File: config.mk
export PLATFORM = sky130hd
export DESIGN_NAME = igmp_host_group_membership
export DESIGN_NICKNAME = d
export VERILOG_FILES = /design/src/rtl/igmp_pkg.sv /design/src/rtl/igmp_mod.sv /design/src/rtl/igmp_ctrl.sv /design/src/rtl/igmp_dp.sv /design/src/rtl/igmp_host_group_membership.sv
export SDC_FILE = /design/constraint.sdc
export NUM_CORES = 2
export LEC_CHECK = 0
export BUFFER_PORTS_ARGS = -buffer_cell sky130_fd_sc_hd__buf_2
export CORE_ASPECT_RATIO = 1.25
export CORE_UTILIZATION = 65
export CTS_CLUSTER_SIZE = 40
export DETAILED_ROUTE_END_ITERATION = 8
export PLACE_DENSITY = 0.82
export SLEW_MARGIN = 20
export SYNTH_ARGS = -nofsm -noshare
export SYNTH_HDL_FRONTEND = slang
export SYNTH_SLANG_ARGS = --single-unit
File: constraint.sdc
create_clock -name clk -period 17.15 [get_ports clk]
set_input_delay 5.145 -clock clk [delete_from_list [all_inputs] [get_ports clk]]
set_output_delay 5.145 -clock clk [all_outputs]
set_load 0.03 [all_outputs]
File: src/rtl/igmp_pkg.sv
// ----------------------------------------------------------------------------
// IGMP host membership package
// Shared constants, command and status types for the membership engine.
// ----------------------------------------------------------------------------
package igmp_pkg;

    localparam int DEFAULT_SLOTS = 16;
    localparam int MAX_OUT = 16;

    localparam logic [2:0] OP_TICK   = 3'd0;
    localparam logic [2:0] OP_QUERY  = 3'd1;
    localparam logic [2:0] OP_REPORT = 3'd2;
    localparam logic [2:0] OP_JOIN   = 3'd3;
    localparam logic [2:0] OP_LEAVE  = 3'd4;

    localparam logic [1:0] KIND_V1    = 2'd0;
    localparam logic [1:0] KIND_V2    = 2'd1;
    localparam logic [1:0] KIND_LEAVE = 2'd2;

    localparam logic [31:0] LCG_MUL    = 32'd69069;
    localparam logic [31:0] SEED_RESET = 32'd152;

    localparam logic [9:0]  TPT_RESET = 10'd10;
    localparam logic [19:0] AGE_RESET = 20'd40000;
    localparam logic [7:0]  OLD_RESET = 8'd100;

    localparam logic [1:0] REG_TPT = 2'd0;
    localparam logic [1:0] REG_AGE = 2'd1;
    localparam logic [1:0] REG_OLD = 2'd2;
    localparam logic [1:0] REG_OWN = 2'd3;

    // controller to datapath
    typedef struct packed {
        logic start;      // latch input item, do item-level updates
        logic visit;      // process current slot
        logic div_start;  // begin modulo for current slot
        logic finish;     // commit pending timer start
    } dp_cmd_t;

    // datapath to controller
    typedef struct packed {
        logic slot_done;   // pointer past last slot
        logic need_div;    // current slot needs a timer start
        logic div_busy;
    } dp_sts_t;

    function automatic logic is_local(input logic [31:0] g);
        return g[31:8] == 24'hE00000;
    endfunction

endpackage

File: src/rtl/igmp_mod.sv
// ----------------------------------------------------------------------------
// IGMP delay modulo unit
// Restoring remainder of a 32-bit value by an 18-bit limit, one bit a cycle.
// ----------------------------------------------------------------------------
module igmp_mod
    import igmp_pkg::*;
(
    input  logic        clk,
    input  logic        rst_n,
    input  logic        start,
    input  logic [31:0] dividend,
    input  logic [17:0] divisor,
    output logic        busy,
    output logic [17:0] remainder
);

    logic [5:0]  cnt_reg, cnt_next;
    logic [31:0] num_reg, num_next;
    logic [18:0] rem_reg, rem_next;
    logic [17:0] div_reg, div_next;
    logic [18:0] trial;

    assign busy = cnt_reg != 6'd0;
    assign remainder = rem_reg[17:0];

    always_comb
    begin
        cnt_next = cnt_reg;
        num_next = num_reg;
        rem_next = rem_reg;
        div_next = div_reg;
        trial = {rem_reg[17:0], num_reg[31]};
        if (start)
        begin
            cnt_next = 6'd32;
            num_next = dividend;
            rem_next = '0;
            div_next = divisor;
        end
        else if (busy)
        begin
            num_next = {num_reg[30:0], 1'b0};
            if (trial >= {1'b0, div_reg})
                rem_next = trial - {1'b0, div_reg};
            else
                rem_next = trial;
            cnt_next = cnt_reg - 6'd1;
        end
    end

    always_ff @(posedge clk or negedge rst_n)
    begin
        if (!rst_n)
            cnt_reg <= '0;
        else
            cnt_reg <= cnt_next;
    end

    always_ff @(posedge clk)
    begin
        num_reg <= num_next;
        rem_reg <= rem_next;
        div_reg <= div_next;
    end

endmodule

File: src/rtl/igmp_ctrl.sv
// ----------------------------------------------------------------------------
// IGMP controller
// Sequences input transfer, slot walk, modulo and result transfer.
// ----------------------------------------------------------------------------
module igmp_ctrl
    import igmp_pkg::*;
(
    input  logic    clk,
    input  logic    rst_n,
    input  logic    in_fire,
    input  logic    out_busy,
    input  dp_sts_t sts,
    output logic    idle,
    output dp_cmd_t cmd
);

    localparam logic [2:0] S_IDLE = 3'd0;
    localparam logic [2:0] S_WALK = 3'd1;
    localparam logic [2:0] S_DIV  = 3'd2;
    localparam logic [2:0] S_WAIT = 3'd3;
    localparam logic [2:0] S_FIN  = 3'd4;
    localparam logic [2:0] S_OUT  = 3'd5;

    logic [2:0] state_reg, state_next;

    assign idle = state_reg == S_IDLE;

    always_comb
    begin
        state_next = state_reg;
        cmd = '0;
        unique case (state_reg)
            S_IDLE:
            begin
                if (in_fire)
                begin
                    cmd.start = 1'b1;
                    state_next = S_WALK;
                end
            end
            S_WALK:
            begin
                if (sts.slot_done)
                    state_next = S_IDLE;
                else if (sts.need_div)
                begin
                    cmd.div_start = 1'b1;
                    state_next = S_DIV;
                end
                else if (!out_busy)
                begin
                    cmd.visit = 1'b1;
                    state_next = S_OUT;
                end
            end
            S_DIV: state_next = S_WAIT;
            S_WAIT:
            begin
                if (!sts.div_busy)
                    state_next = S_FIN;
            end
            S_FIN:
            begin
                cmd.finish = 1'b1;
                state_next = S_WALK;
            end
            S_OUT:
            begin
                if (!out_busy)
                    state_next = S_WALK;
            end
            default: state_next = S_IDLE;
        endcase
    end

    always_ff @(posedge clk or negedge rst_n)
    begin
        if (!rst_n)
            state_reg <= S_IDLE;
        else
            state_reg <= state_next;
    end

endmodule

File: src/rtl/igmp_dp.sv
// ----------------------------------------------------------------------------
// IGMP datapath
// Group table, router mode, seed and result register.
// ----------------------------------------------------------------------------
module igmp_dp
    import igmp_pkg::*;
#(
    parameter int GROUP_SLOTS = DEFAULT_SLOTS
)
(
    input  logic        clk,
    input  logic        rst_n,
    input  dp_cmd_t     cmd,
    output dp_sts_t     sts,
    input  logic [2:0]  in_opcode,
    input  logic [31:0] in_group,
    input  logic [7:0]  in_mrt,
    input  logic [31:0] in_src,
    input  logic [9:0]  tpt,
    input  logic [19:0] age_ticks,
    input  logic [7:0]  old_delay,
    input  logic [31:0] own_addr,
    output logic        out_valid,
    input  logic        out_ready,
    output logic [1:0]  out_kind,
    output logic [31:0] out_group,
    output logic        out_last
);

    localparam int SW = (GROUP_SLOTS > 1) ? $clog2(GROUP_SLOTS) : 1;

    logic [GROUP_SLOTS-1:0] valid_reg, running_reg, reporter_reg;
    logic [31:0] grp_mem [GROUP_SLOTS];
    logic [15:0] users_mem [GROUP_SLOTS];
    logic [17:0] rem_mem [GROUP_SLOTS];

    logic [2:0]  op_reg;
    logic [31:0] g_reg, src_reg;
    logic [7:0]  mrt_reg;
    logic [17:0] limit_reg;
    logic        old_reg;
    logic [19:0] age_reg;
    logic [31:0] tick_reg, seed_reg;
    logic [SW:0] ptr_reg;
    logic [4:0]  nout_reg;
    logic [SW:0] hit_reg, free_reg;
    logic        ov_reg, last_reg;
    logic [1:0]  kind_reg;
    logic [31:0] og_reg;

    logic [SW-1:0] p;
    logic        pv, pr;
    logic [31:0] pg;
    logic [17:0] prem;
    logic        want;
    logic        div_busy;
    logic [17:0] div_rem;
    logic [31:0] seed_new;
    logic [SW:0] hit_c, free_c;
    logic        more_fire;
    logic [17:0] qlimit;

    assign p    = ptr_reg[SW-1:0];
    assign pv   = valid_reg[p];
    assign pr   = running_reg[p];
    assign pg   = grp_mem[p];
    assign prem = rem_mem[p];
    assign seed_new = seed_reg * LCG_MUL + 32'd1;

    // slot needs a timer start (query)
    always_comb
    begin
        want = 1'b0;
        if (op_reg == OP_QUERY && pv)
        begin
            if (mrt_reg != 8'd0)
            begin
                if (g_reg == 32'd0 || g_reg == pg)
                    want = pr ? (prem > limit_reg) : !is_local(pg);
            end
            else
                want = !pr && !is_local(pg);
        end
    end

    // search across the table for the first matching and first free slot, one slot per visit
    always_comb
    begin
        hit_c = hit_reg;
        free_c = free_reg;
        if (pv && pg == g_reg && hit_reg == GROUP_SLOTS[SW:0])
            hit_c = ptr_reg;
        if (!pv && free_reg == GROUP_SLOTS[SW:0])
            free_c = ptr_reg;
    end

    // is another slot after p due to fire on this tick
    always_comb
    begin
        more_fire = 1'b0;
        for (int i = 0; i < GROUP_SLOTS; i++)
            if (i > int'(p) && valid_reg[i] && running_reg[i] && rem_mem[i] <= 18'd1)
                more_fire = 1'b1;
    end

    assign sts.slot_done = ptr_reg == GROUP_SLOTS[SW:0];
    assign sts.need_div  = want && !sts.slot_done;
    assign sts.div_busy  = div_busy;

    igmp_mod u_mod (
        .clk(clk), .rst_n(rst_n), .start(cmd.div_start),
        .dividend(seed_new ^ tick_reg), .divisor(limit_reg),
        .busy(div_busy), .remainder(div_rem)
    );

    assign qlimit = 18'(in_mrt != 8'd0 ? in_mrt : old_delay) * 18'(tpt);
    assign out_kind = kind_reg;
    assign out_group = og_reg;
    assign out_last = last_reg;

    always_ff @(posedge clk or negedge rst_n)
    begin
        if (!rst_n)
        begin
            valid_reg <= '0;
            running_reg <= '0;
            reporter_reg <= '0;
            old_reg <= 1'b0;
            age_reg <= '0;
            tick_reg <= '0;
            seed_reg <= SEED_RESET;
            ptr_reg <= '0;
            op_reg <= '0;
            out_valid <= 1'b0;
            nout_reg <= '0;
            ov_reg <= 1'b0;
        end
        else
        begin
            if (out_valid && out_ready)
                out_valid <= 1'b0;
            if (cmd.start)
            begin
                op_reg <= in_opcode;
                g_reg <= in_group;
                mrt_reg <= in_mrt;
                src_reg <= in_src;
                limit_reg <= qlimit;
                ptr_reg <= '0;
                nout_reg <= '0;
                hit_reg <= GROUP_SLOTS[SW:0];
                free_reg <= GROUP_SLOTS[SW:0];
                if (in_opcode == OP_TICK)
                begin
                    tick_reg <= tick_reg + 32'd1;
                    if (old_reg)
                    begin
                        if (age_reg <= 20'd1)
                        begin
                            old_reg <= 1'b0;
                            age_reg <= '0;
                        end
                        else
                            age_reg <= age_reg - 20'd1;
                    end
                end
                else if (in_opcode == OP_QUERY)
                begin
                    old_reg <= in_mrt == 8'd0;
                    age_reg <= in_mrt == 8'd0 ? age_ticks : 20'd0;
                end
            end
            if (cmd.div_start)
                seed_reg <= seed_new;
            if (cmd.finish)
            begin
                running_reg[p] <= 1'b1;
                ptr_reg <= ptr_reg + 1'b1;
            end
            if (cmd.visit)
            begin
                ptr_reg <= ptr_reg + 1'b1;
                hit_reg <= hit_c;
                free_reg <= free_c;
                unique case (op_reg)
                    OP_TICK:
                    begin
                        if (pv && pr)
                        begin
                            if (prem <= 18'd1)
                            begin
                                if (nout_reg == 5'(MAX_OUT))
                                    ;
                                else
                                begin
                                    running_reg[p] <= 1'b0;
                                    reporter_reg[p] <= 1'b1;
                                    out_valid <= 1'b1;
                                    kind_reg <= old_reg ? KIND_V1 : KIND_V2;
                                    og_reg <= pg;
                                    last_reg <= !more_fire || nout_reg == 5'(MAX_OUT - 1);
                                    nout_reg <= nout_reg + 5'd1;
                                end
                            end
                        end
                    end
                    OP_REPORT:
                    begin
                        if (sts.slot_done == 1'b0 && ptr_reg == GROUP_SLOTS[SW:0] - 1'b1
                            && hit_c != GROUP_SLOTS[SW:0] && !is_local(g_reg))
                        begin
                            running_reg[hit_c[SW-1:0]] <= 1'b0;
                            if (src_reg != own_addr)
                                reporter_reg[hit_c[SW-1:0]] <= 1'b0;
                        end
                    end
                    OP_JOIN:
                    begin
                        if (ptr_reg == GROUP_SLOTS[SW:0] - 1'b1)
                        begin
                            if (hit_c == GROUP_SLOTS[SW:0])
                            begin
                                if (free_c != GROUP_SLOTS[SW:0])
                                begin
                                    valid_reg[free_c[SW-1:0]] <= 1'b1;
                                    running_reg[free_c[SW-1:0]] <= 1'b0;
                                    reporter_reg[free_c[SW-1:0]] <= 1'b1;
                                    out_valid <= 1'b1;
                                    kind_reg <= old_reg ? KIND_V1 : KIND_V2;
                                    og_reg <= g_reg;
                                    last_reg <= 1'b1;
                                end
                            end
                        end
                    end
                    OP_LEAVE:
                    begin
                        if (ptr_reg == GROUP_SLOTS[SW:0] - 1'b1 && hit_c != GROUP_SLOTS[SW:0])
                        begin
                            if (users_mem[hit_c[SW-1:0]] <= 16'd1)
                            begin
                                valid_reg[hit_c[SW-1:0]] <= 1'b0;
                                running_reg[hit_c[SW-1:0]] <= 1'b0;
                                reporter_reg[hit_c[SW-1:0]] <= 1'b0;
                                if (reporter_reg[hit_c[SW-1:0]])
                                begin
                                    out_valid <= 1'b1;
                                    kind_reg <= KIND_LEAVE;
                                    og_reg <= g_reg;
                                    last_reg <= 1'b1;
                                end
                            end
                        end
                    end
                    default: ;
                endcase
            end
        end
    end

    // slot payload stores
    always_ff @(posedge clk)
    begin
        if (cmd.finish)
            rem_mem[p] <= limit_reg == 18'd0 ? 18'd0 : div_rem;
        if (cmd.visit)
        begin
            if (op_reg == OP_TICK && pv && pr)
            begin
                if (prem <= 18'd1)
                begin
                    if (nout_reg == 5'(MAX_OUT))
                        rem_mem[p] <= '0;
                end
                else
                    rem_mem[p] <= prem - 18'd1;
            end
            if (ptr_reg == GROUP_SLOTS[SW:0] - 1'b1)
            begin
                if (op_reg == OP_JOIN)
                begin
                    if (hit_c != GROUP_SLOTS[SW:0])
                    begin
                        if (users_mem[hit_c[SW-1:0]] != 16'hFFFF)
                            users_mem[hit_c[SW-1:0]] <= users_mem[hit_c[SW-1:0]] + 16'd1;
                    end
                    else if (free_c != GROUP_SLOTS[SW:0])
                    begin
                        grp_mem[free_c[SW-1:0]] <= g_reg;
                        users_mem[free_c[SW-1:0]] <= 16'd1;
                        rem_mem[free_c[SW-1:0]] <= '0;
                    end
                end
                else if (op_reg == OP_LEAVE && hit_c != GROUP_SLOTS[SW:0])
                begin
                    if (users_mem[hit_c[SW-1:0]] != 16'd0)
                        users_mem[hit_c[SW-1:0]] <= users_mem[hit_c[SW-1:0]] - 16'd1;
                end
            end
        end
    end

endmodule

File: src/rtl/igmp_host_group_membership.sv
// ----------------------------------------------------------------------------
// IGMP host group membership engine
// Top level: stream ports, APB register file, controller and datapath.
// ----------------------------------------------------------------------------
// Items are taken one at a time: a new input is accepted only when the
// controller is idle, after the walk over all GROUP_SLOTS table slots has
// finished. Each slot is visited in state S_WALK and then S_OUT. A slot that
// sends a result holds the walk until the result is transferred. A slot that
// starts a timer goes through S_DIV, S_WAIT and S_FIN instead, waiting for
// the bit-serial modulo unit.
module igmp_host_group_membership
    import igmp_pkg::*;
#(
    parameter int GROUP_SLOTS = DEFAULT_SLOTS
)
(
    input  logic        clk,
    input  logic        rst_n,
    input  logic        s_tvalid,
    output logic        s_tready,
    // group[31:0], max_resp_tenths[39:32], source_address[71:40]
    input  logic [71:0] s_tdata,
    // opcode[2:0]
    input  logic [2:0]  s_tuser,
    output logic        m_tvalid,
    input  logic        m_tready,
    // message_group[31:0]
    output logic [31:0] m_tdata,
    // message_kind[1:0]
    output logic [1:0]  m_tuser,
    output logic        m_tlast,
    input  logic        psel,
    input  logic        penable,
    input  logic        pwrite,
    input  logic [3:0]  paddr,
    input  logic [31:0] pwdata,
    output logic [31:0] prdata,
    output logic        pready
);

    logic [9:0]  tpt_reg;
    logic [19:0] age_reg;
    logic [7:0]  old_reg;
    logic [31:0] own_reg;
    logic        idle;
    dp_cmd_t     cmd;
    dp_sts_t     sts;

    assign pready = 1'b1;
    assign s_tready = idle;

    always_ff @(posedge clk or negedge rst_n)
    begin
        if (!rst_n)
        begin
            tpt_reg <= TPT_RESET;
            age_reg <= AGE_RESET;
            old_reg <= OLD_RESET;
            own_reg <= '0;
        end
        else if (psel && penable && pwrite)
        begin
            unique case (paddr[3:2])
                REG_TPT: tpt_reg <= pwdata[9:0];
                REG_AGE: age_reg <= pwdata[19:0];
                REG_OLD: old_reg <= pwdata[7:0];
                REG_OWN: own_reg <= pwdata;
                default: ;
            endcase
        end
    end

    always_comb
    begin
        unique case (paddr[3:2])
            REG_TPT: prdata = {22'd0, tpt_reg};
            REG_AGE: prdata = {12'd0, age_reg};
            REG_OLD: prdata = {24'd0, old_reg};
            REG_OWN: prdata = own_reg;
            default: prdata = '0;
        endcase
    end

    igmp_ctrl u_ctrl (
        .clk(clk), .rst_n(rst_n), .in_fire(s_tvalid && idle),
        .out_busy(m_tvalid), .sts(sts), .idle(idle), .cmd(cmd)
    );

    igmp_dp #(.GROUP_SLOTS(GROUP_SLOTS)) u_dp (
        .clk(clk), .rst_n(rst_n), .cmd(cmd), .sts(sts),
        .in_opcode(s_tuser), .in_group(s_tdata[31:0]),
        .in_mrt(s_tdata[39:32]), .in_src(s_tdata[71:40]),
        .tpt(tpt_reg), .age_ticks(age_reg), .old_delay(old_reg), .own_addr(own_reg),
        .out_valid(m_tvalid), .out_ready(m_tready),
        .out_kind(m_tuser), .out_group(m_tdata), .out_last(m_tlast)
    );

endmodule

; Word level (Yosys, flattened, before mapping)
; Memory sizes are Yosys's and may differ from the RTL's.
; Index checks and enable logic that the tools add are counted.
[classes]
n_mux = 187
eq_ne = 44
magnitude_cmp = 41
n_reduce_logical = 107
bitwise_logic = 17
addsub = 10
n_mul = 2
[ops]
columns = operator, n
row1 = 16-bit two-way mux, 28
row2 = 32-bit two-way mux, 11
row3 = 18-bit by 1-bit less-or-equal comparator with 1-bit output (second input constant), 16
row4 = 16-bit case mux with 4 select lines, 2
row5 = 32-bit case mux with 4 select lines, 1
row6 = 20-bit two-way mux, 5
row7 = 32-bit case mux with 3 select lines, 1
row8 = 18-bit two-way mux, 5
row9 = 1-bit two-way mux, 87
row10 = 16-bit bitwise AND, 5
row11 = 5-bit two-way mux, 14
row12 = 1-bit logical AND, 66
row13 = 32-bit by 1-bit adder with 32-bit output (second input constant), 2
row14 = 32-bit equality test, 2
row15 = 16-bit bitwise OR, 4
row16 = 24-bit equality test (second input constant), 2
row17 = 16-bit inverter, 3
row18 = 4-bit > comparator (first input constant), 8
row19 = 32-bit zero test, 1
row20 = 32-bit by 17-bit multiplier with 32-bit output (second input constant), 1
row21 = 32-bit inequality test, 1
row22 = 16-bit case mux with 2 select lines, 1
row23 = 32-bit XOR, 1
row24 = 5-bit equality test (second input constant), 5
row25 = other kinds (59), 136
[totals]
reg_bits = 429
elab_cells = 440
output_inout_bits = 70
ram_bits = 1056
memories = 3
[memory_table]
columns = name, words, word_bits, rd, rd_ports_with_merged_regs, wr, line_no
row1 = u_dp.grp_mem, 16, 32, 1, 0, 1, igmp_dp.sv:33  ; logic [31:0] grp_mem [GROUP_SLOTS];
row2 = u_dp.rem_mem, 16, 18, 16, 0, 1, igmp_dp.sv:35  ; logic [17:0] rem_mem [GROUP_SLOTS];
row3 = u_dp.users_mem, 16, 16, 1, 0, 1, igmp_dp.sv:34  ; logic [15:0] users_mem [GROUP_SLOTS];

; Logic depth before layout (Yosys ltp)
[logic_depth]
word_depth = 25
depth_mapped = 35

; By module
; A second synthesis with hierarchy kept.
[unflattened]
hier_cells = 6437
area_unflattened_um2 = 76206.8
[by_module_without_submodules]
columns = module, area_each_um2, cells_each, seq_area_each_um2, instances
row1 = igmp_dp, 68600.8, 5825, 36563.8, 1
row2 = igmp_mod, 4239.1, 381, 2011.9, 1
row3 = igmp_host_group_membership, 3170.5, 208, 1764.2, 1
row4 = igmp_ctrl, 196.4, 23, 75.1, 1

; Worst setup path before layout
; Ideal clock, no wire load.
[synth_path]
path_kind = input-to-output
start = in paddr[3]
end = out prdata[8]
cell_stages = 5
arrival_ns = 6.665
path_slack_ns = 5.340
required_time_ns = 12.005
cell_sequence = clkbuf_1 clkbuf_1 clkbuf_1 nand3_1 o21ai_0
[synth_between]
elab_chain_len = 2
elab_cells_between_ends = 5
[synth_lines]
columns = item, line_no
row1 = "start, declared", igmp_host_group_membership.sv:35  ; input logic [3:0] paddr,
row2 = "2-bit equality test, or another cell as far along", igmp_host_group_membership.sv:75  ; unique case (paddr[3:2])
row3 = 32-bit case mux with 4 select lines *, igmp_host_group_membership.sv:75
row4 = "end, declared", igmp_host_group_membership.sv:37  ; output logic [31:0] prdata,
; Every way passes the cells marked *; elsewhere a longest branch is shown, timed or not.

; Final worst setup path
[layout_path]
start = in paddr[3]
end = out prdata[2]
; Same word-level chain as after synthesis.

==> impl_metrics.csv <==
group,metric,value,unit
outcome,outcome,"complete, no violations",
sta,fmax,84.39,MHz
synthesis,ys_ff_latch,1485,
power_and_ir_drop,share_seq_of_total_power,39.7,%
place,numPortBuffers,184,
finish,synthToLayoutAreaGrowth,10.36,%
route,routed.top_layer,"met5",
global_routing,grt_max_degree,105,
sta,setup_viol,0,
clocking,insertion_delay,810,ps
global_routing,grt_pass1_vias,49460,
floorplan,die_x,304.5,um
worst_setup_path,max_stage_delay,710,ps
power_and_ir_drop,p_sw_share,35.10,%
worst_setup_path,path_cells,"buf_2 -> mux4_2 -> buf_2",
clocking,clock-root-buffer,"clkbuf_16",
clocking,h-tree-depth,4,
route,drt_pass1_iterations,7,
worst_setup_path,crit_path_frequent_cell,"buf_2",
route,vias_per_cell,6.718,
worst_setup_path,critPathSlowestCell,"buf_2",
route,drt_iter0_drc,5742,
sta,period_share,69.10,%
floorplan,die_area,0.1157,mm^2
route,ant_nets,0,
route,wl_met3,18120,um
worst_setup_path,path_class,"in -> out",
synthesis,ys_seq_area_share,58.24,%
sta,worstMarginPinSlew,1209,ps
power_and_ir_drop,vdd_drop_max,0.1069,mV
synthesis,synthTopCellsByArea,"edfxtp_1, dfrtp_1, fa_1",
synthesis,synth_edf_count,1241,
clocking,clk_pin_slew_worst_paths,60,ps
min_path,hold_class,"reg -> reg",
synthesis,synthTopCellsByCount,"edfxtp_1, inv_1, mux2i_1",
clocking,post_cts_buffers,0,
route,routed_wl,190300,um
global_routing,antenna_found_initial,7,
route,wl_met1,67060,um
finish,final_nets,6236,
power_and_ir_drop,p_per_area,138.1,mW/mm^2
synthesis,synth_top_cell_area_share,50.12,%
synthesis,synth_most_common_cell,"edfxtp_1",
synthesis,ys_async_sr_fraction,15.22,%
synthesis,synth.distinct_cells,94,
sta,min_period,11850,ps
sta,slew_viol_final,0,
worst_setup_path,cp-start-kind,"primary input",
sta,whs,477.1,ps
route,drc_errors,0,
finish,final_layout_size_suffix_gt1_share,15.74,%
synthesis,ys.flop_type,"edfxtp_1",
power_and_ir_drop,combPwrFrac,32.8,%
worst_setup_path,endpoint_kind,"output pin",
floorplan,ios,188,
floorplan,die_height,380.1,um
power_and_ir_drop,clock_power_share,27.5,%
route,wl_met2,93820,um
finish,largest_reg_flops,512,
place,hpwl,124200,um
sta,grt_setup_unrepaired,"no",
synthesis,synth_cells,5462,
global_routing,grt_usage,33.02,%
synthesis,yosys.area.top_type,"edfxtp_1",
clocking,clockBufferDepth,3,
route,vias,48775,
clocking,holdBufCountCts,0,
clocking,cts.sinks,1485,
synthesis,synth_nets,6035,
sta,slew_headroom,18.67,%
power_and_ir_drop,p_leak,30.53,nW
global_routing,grt_pass1_wl,288700,um
worst_setup_path,worst_ep_required_time,12000,ps
worst_setup_path,worstPathArrival,6710,ps
power_and_ir_drop,p_switching,0.003978,W
place,gp_congestion,0.9448,
finish,fillers,7028,
clocking,cts_made_buffers,144,
sta,finalHoldViolations,0,
power_and_ir_drop,intPower,0.007354,W
sta,finalSetupTns,0,ps
route,routedWlPerCell,26.22,um
synthesis,avgSynthCellArea,13.61,um^2
synthesis,synth_area,0.07435,mm^2
sta,clock_skew,49.78,ps
global_routing,overflow,0,
clocking,cts_tree,"done",
floorplan,rows,138,
synthesis,ys_warn_count,0,
clocking,ctsResizeCount,0,
run,drv_cap,0,
floorplan,start_util,65.64,%
floorplan,core-area,0.1133,mm^2
worst_setup_path,crit_fanout,38,
-- worst max-delay path: cells and delay by family --
family,cells,cell delay (ps)
muxes,1,630
buffers and inverters,2,910
-- area by class of cell --
cell class                 count  area (um^2)  area share (%)
sequential                  1485        43310           52.78
multi-input combinational   3285        28670           34.94
clock buffer                 186         3864           4.709
timing repair buffer         316         1954           2.382
tap                         1470         1839           2.242
inverter                     431         1618           1.972
clock inverter                80        780.7          0.9515
antenna                        7        17.52         0.02135
-- power by group through the flow --
| stage | clock network (W) | registers (W) | logic (W) |
|---|---|---|---|
| global route | 0.00327 | 0.00451 | 0.00397 |
| floorplan | 0 | 0.00447 | 0.00263 |
| global placement | 0 | 0.00455 | 0.00350 |
| CTS | 0.00314 | 0.00449 | 0.00364 |
| finish | 0.00312 | 0.00450 | 0.00371 |
| detailed placement | 0 | 0.00456 | 0.00360 |
-- per-stage QoR --
step	cells	utilization, %	setup WS [ps]	total power (W)	instance area [um^2]
2_1_floorplan	5462	-	5340	0.007103	74350
3_3_place_gp	6986	68.24	5331	0.008053	77290
3_5_place_dp	6987	68.28	5318	0.008165	77340
4_1_cts	7253	72.38	5301	0.01126	81980
5_1_grt	7259	72.44	5259	0.01175	82050
6_report	7260	72.44	5300	0.01133	82050
-- cell families after synthesis --
group,count (synthesis),share of synthesized area [%]
flops,1485,58.24
simple gates,1159,7.986
compound gates,929,8.628
buf+inv,692,3.758
mux,531,9.295
fa+ha+maj,455,9.616
xor+xnor,210,2.474
other cells,1,0.005044
-- placed cells by master, fill, tap and decap left out, types with 76 or more instances in the layout --
cell	count
mux2_2	125
xnor2_1	158
mux2i_1	285
ha_1	261
a31oi_1	76
o221ai_1	107
nand3_1	114
a21oi_1	201
mux4_2	115
fa_1	194
nor2_1	277
buf_2	183
o21ai_0	150
buf_4	130
clkbuf_16	146
inv_1	429
nand2_1	244
dfrtp_1	210
nor4_1	77
edfxtp_1	1241
-- per-layer routing --
| layer | vias to the layer above | GRT usage (%) |
|---|---|---|
| met4 | 2 | 18.26 |
| met5 | - | 0 |
| met2 | 2886 | 55.13 |
| met1 | 24227 | 40.46 |
| li1 | 20982 | - |
| met3 | 678 | 6.634 |
-- worst paths after layout --
path,start,end,slack [ps],cells past startpoint
worst max-delay path,paddr[3],prdata[2],5300,3
worst min-delay path,u_dp.limit_reg[13]$_DFFE_PP_,u_dp.u_mod.div_reg[13]$_DFFE_PP_,480,0
worst max register to register,u_dp.ptr_reg[0]$_DFFE_PN0P_,u_dp.users_mem[11][12]$_DFFE_PP_,6050,19
worst min register to register,u_dp.limit_reg[13]$_DFFE_PP_,u_dp.u_mod.div_reg[13]$_DFFE_PP_,480,0
max in group asynchronous,rst_n,u_dp.tick_reg[28]$_DFFE_PN0P_,11100,3
min in group asynchronous,rst_n,own_reg[10]$_DFFE_PN0P_,4270,1
No activity file was read; power rests on OpenSTA's default activity.
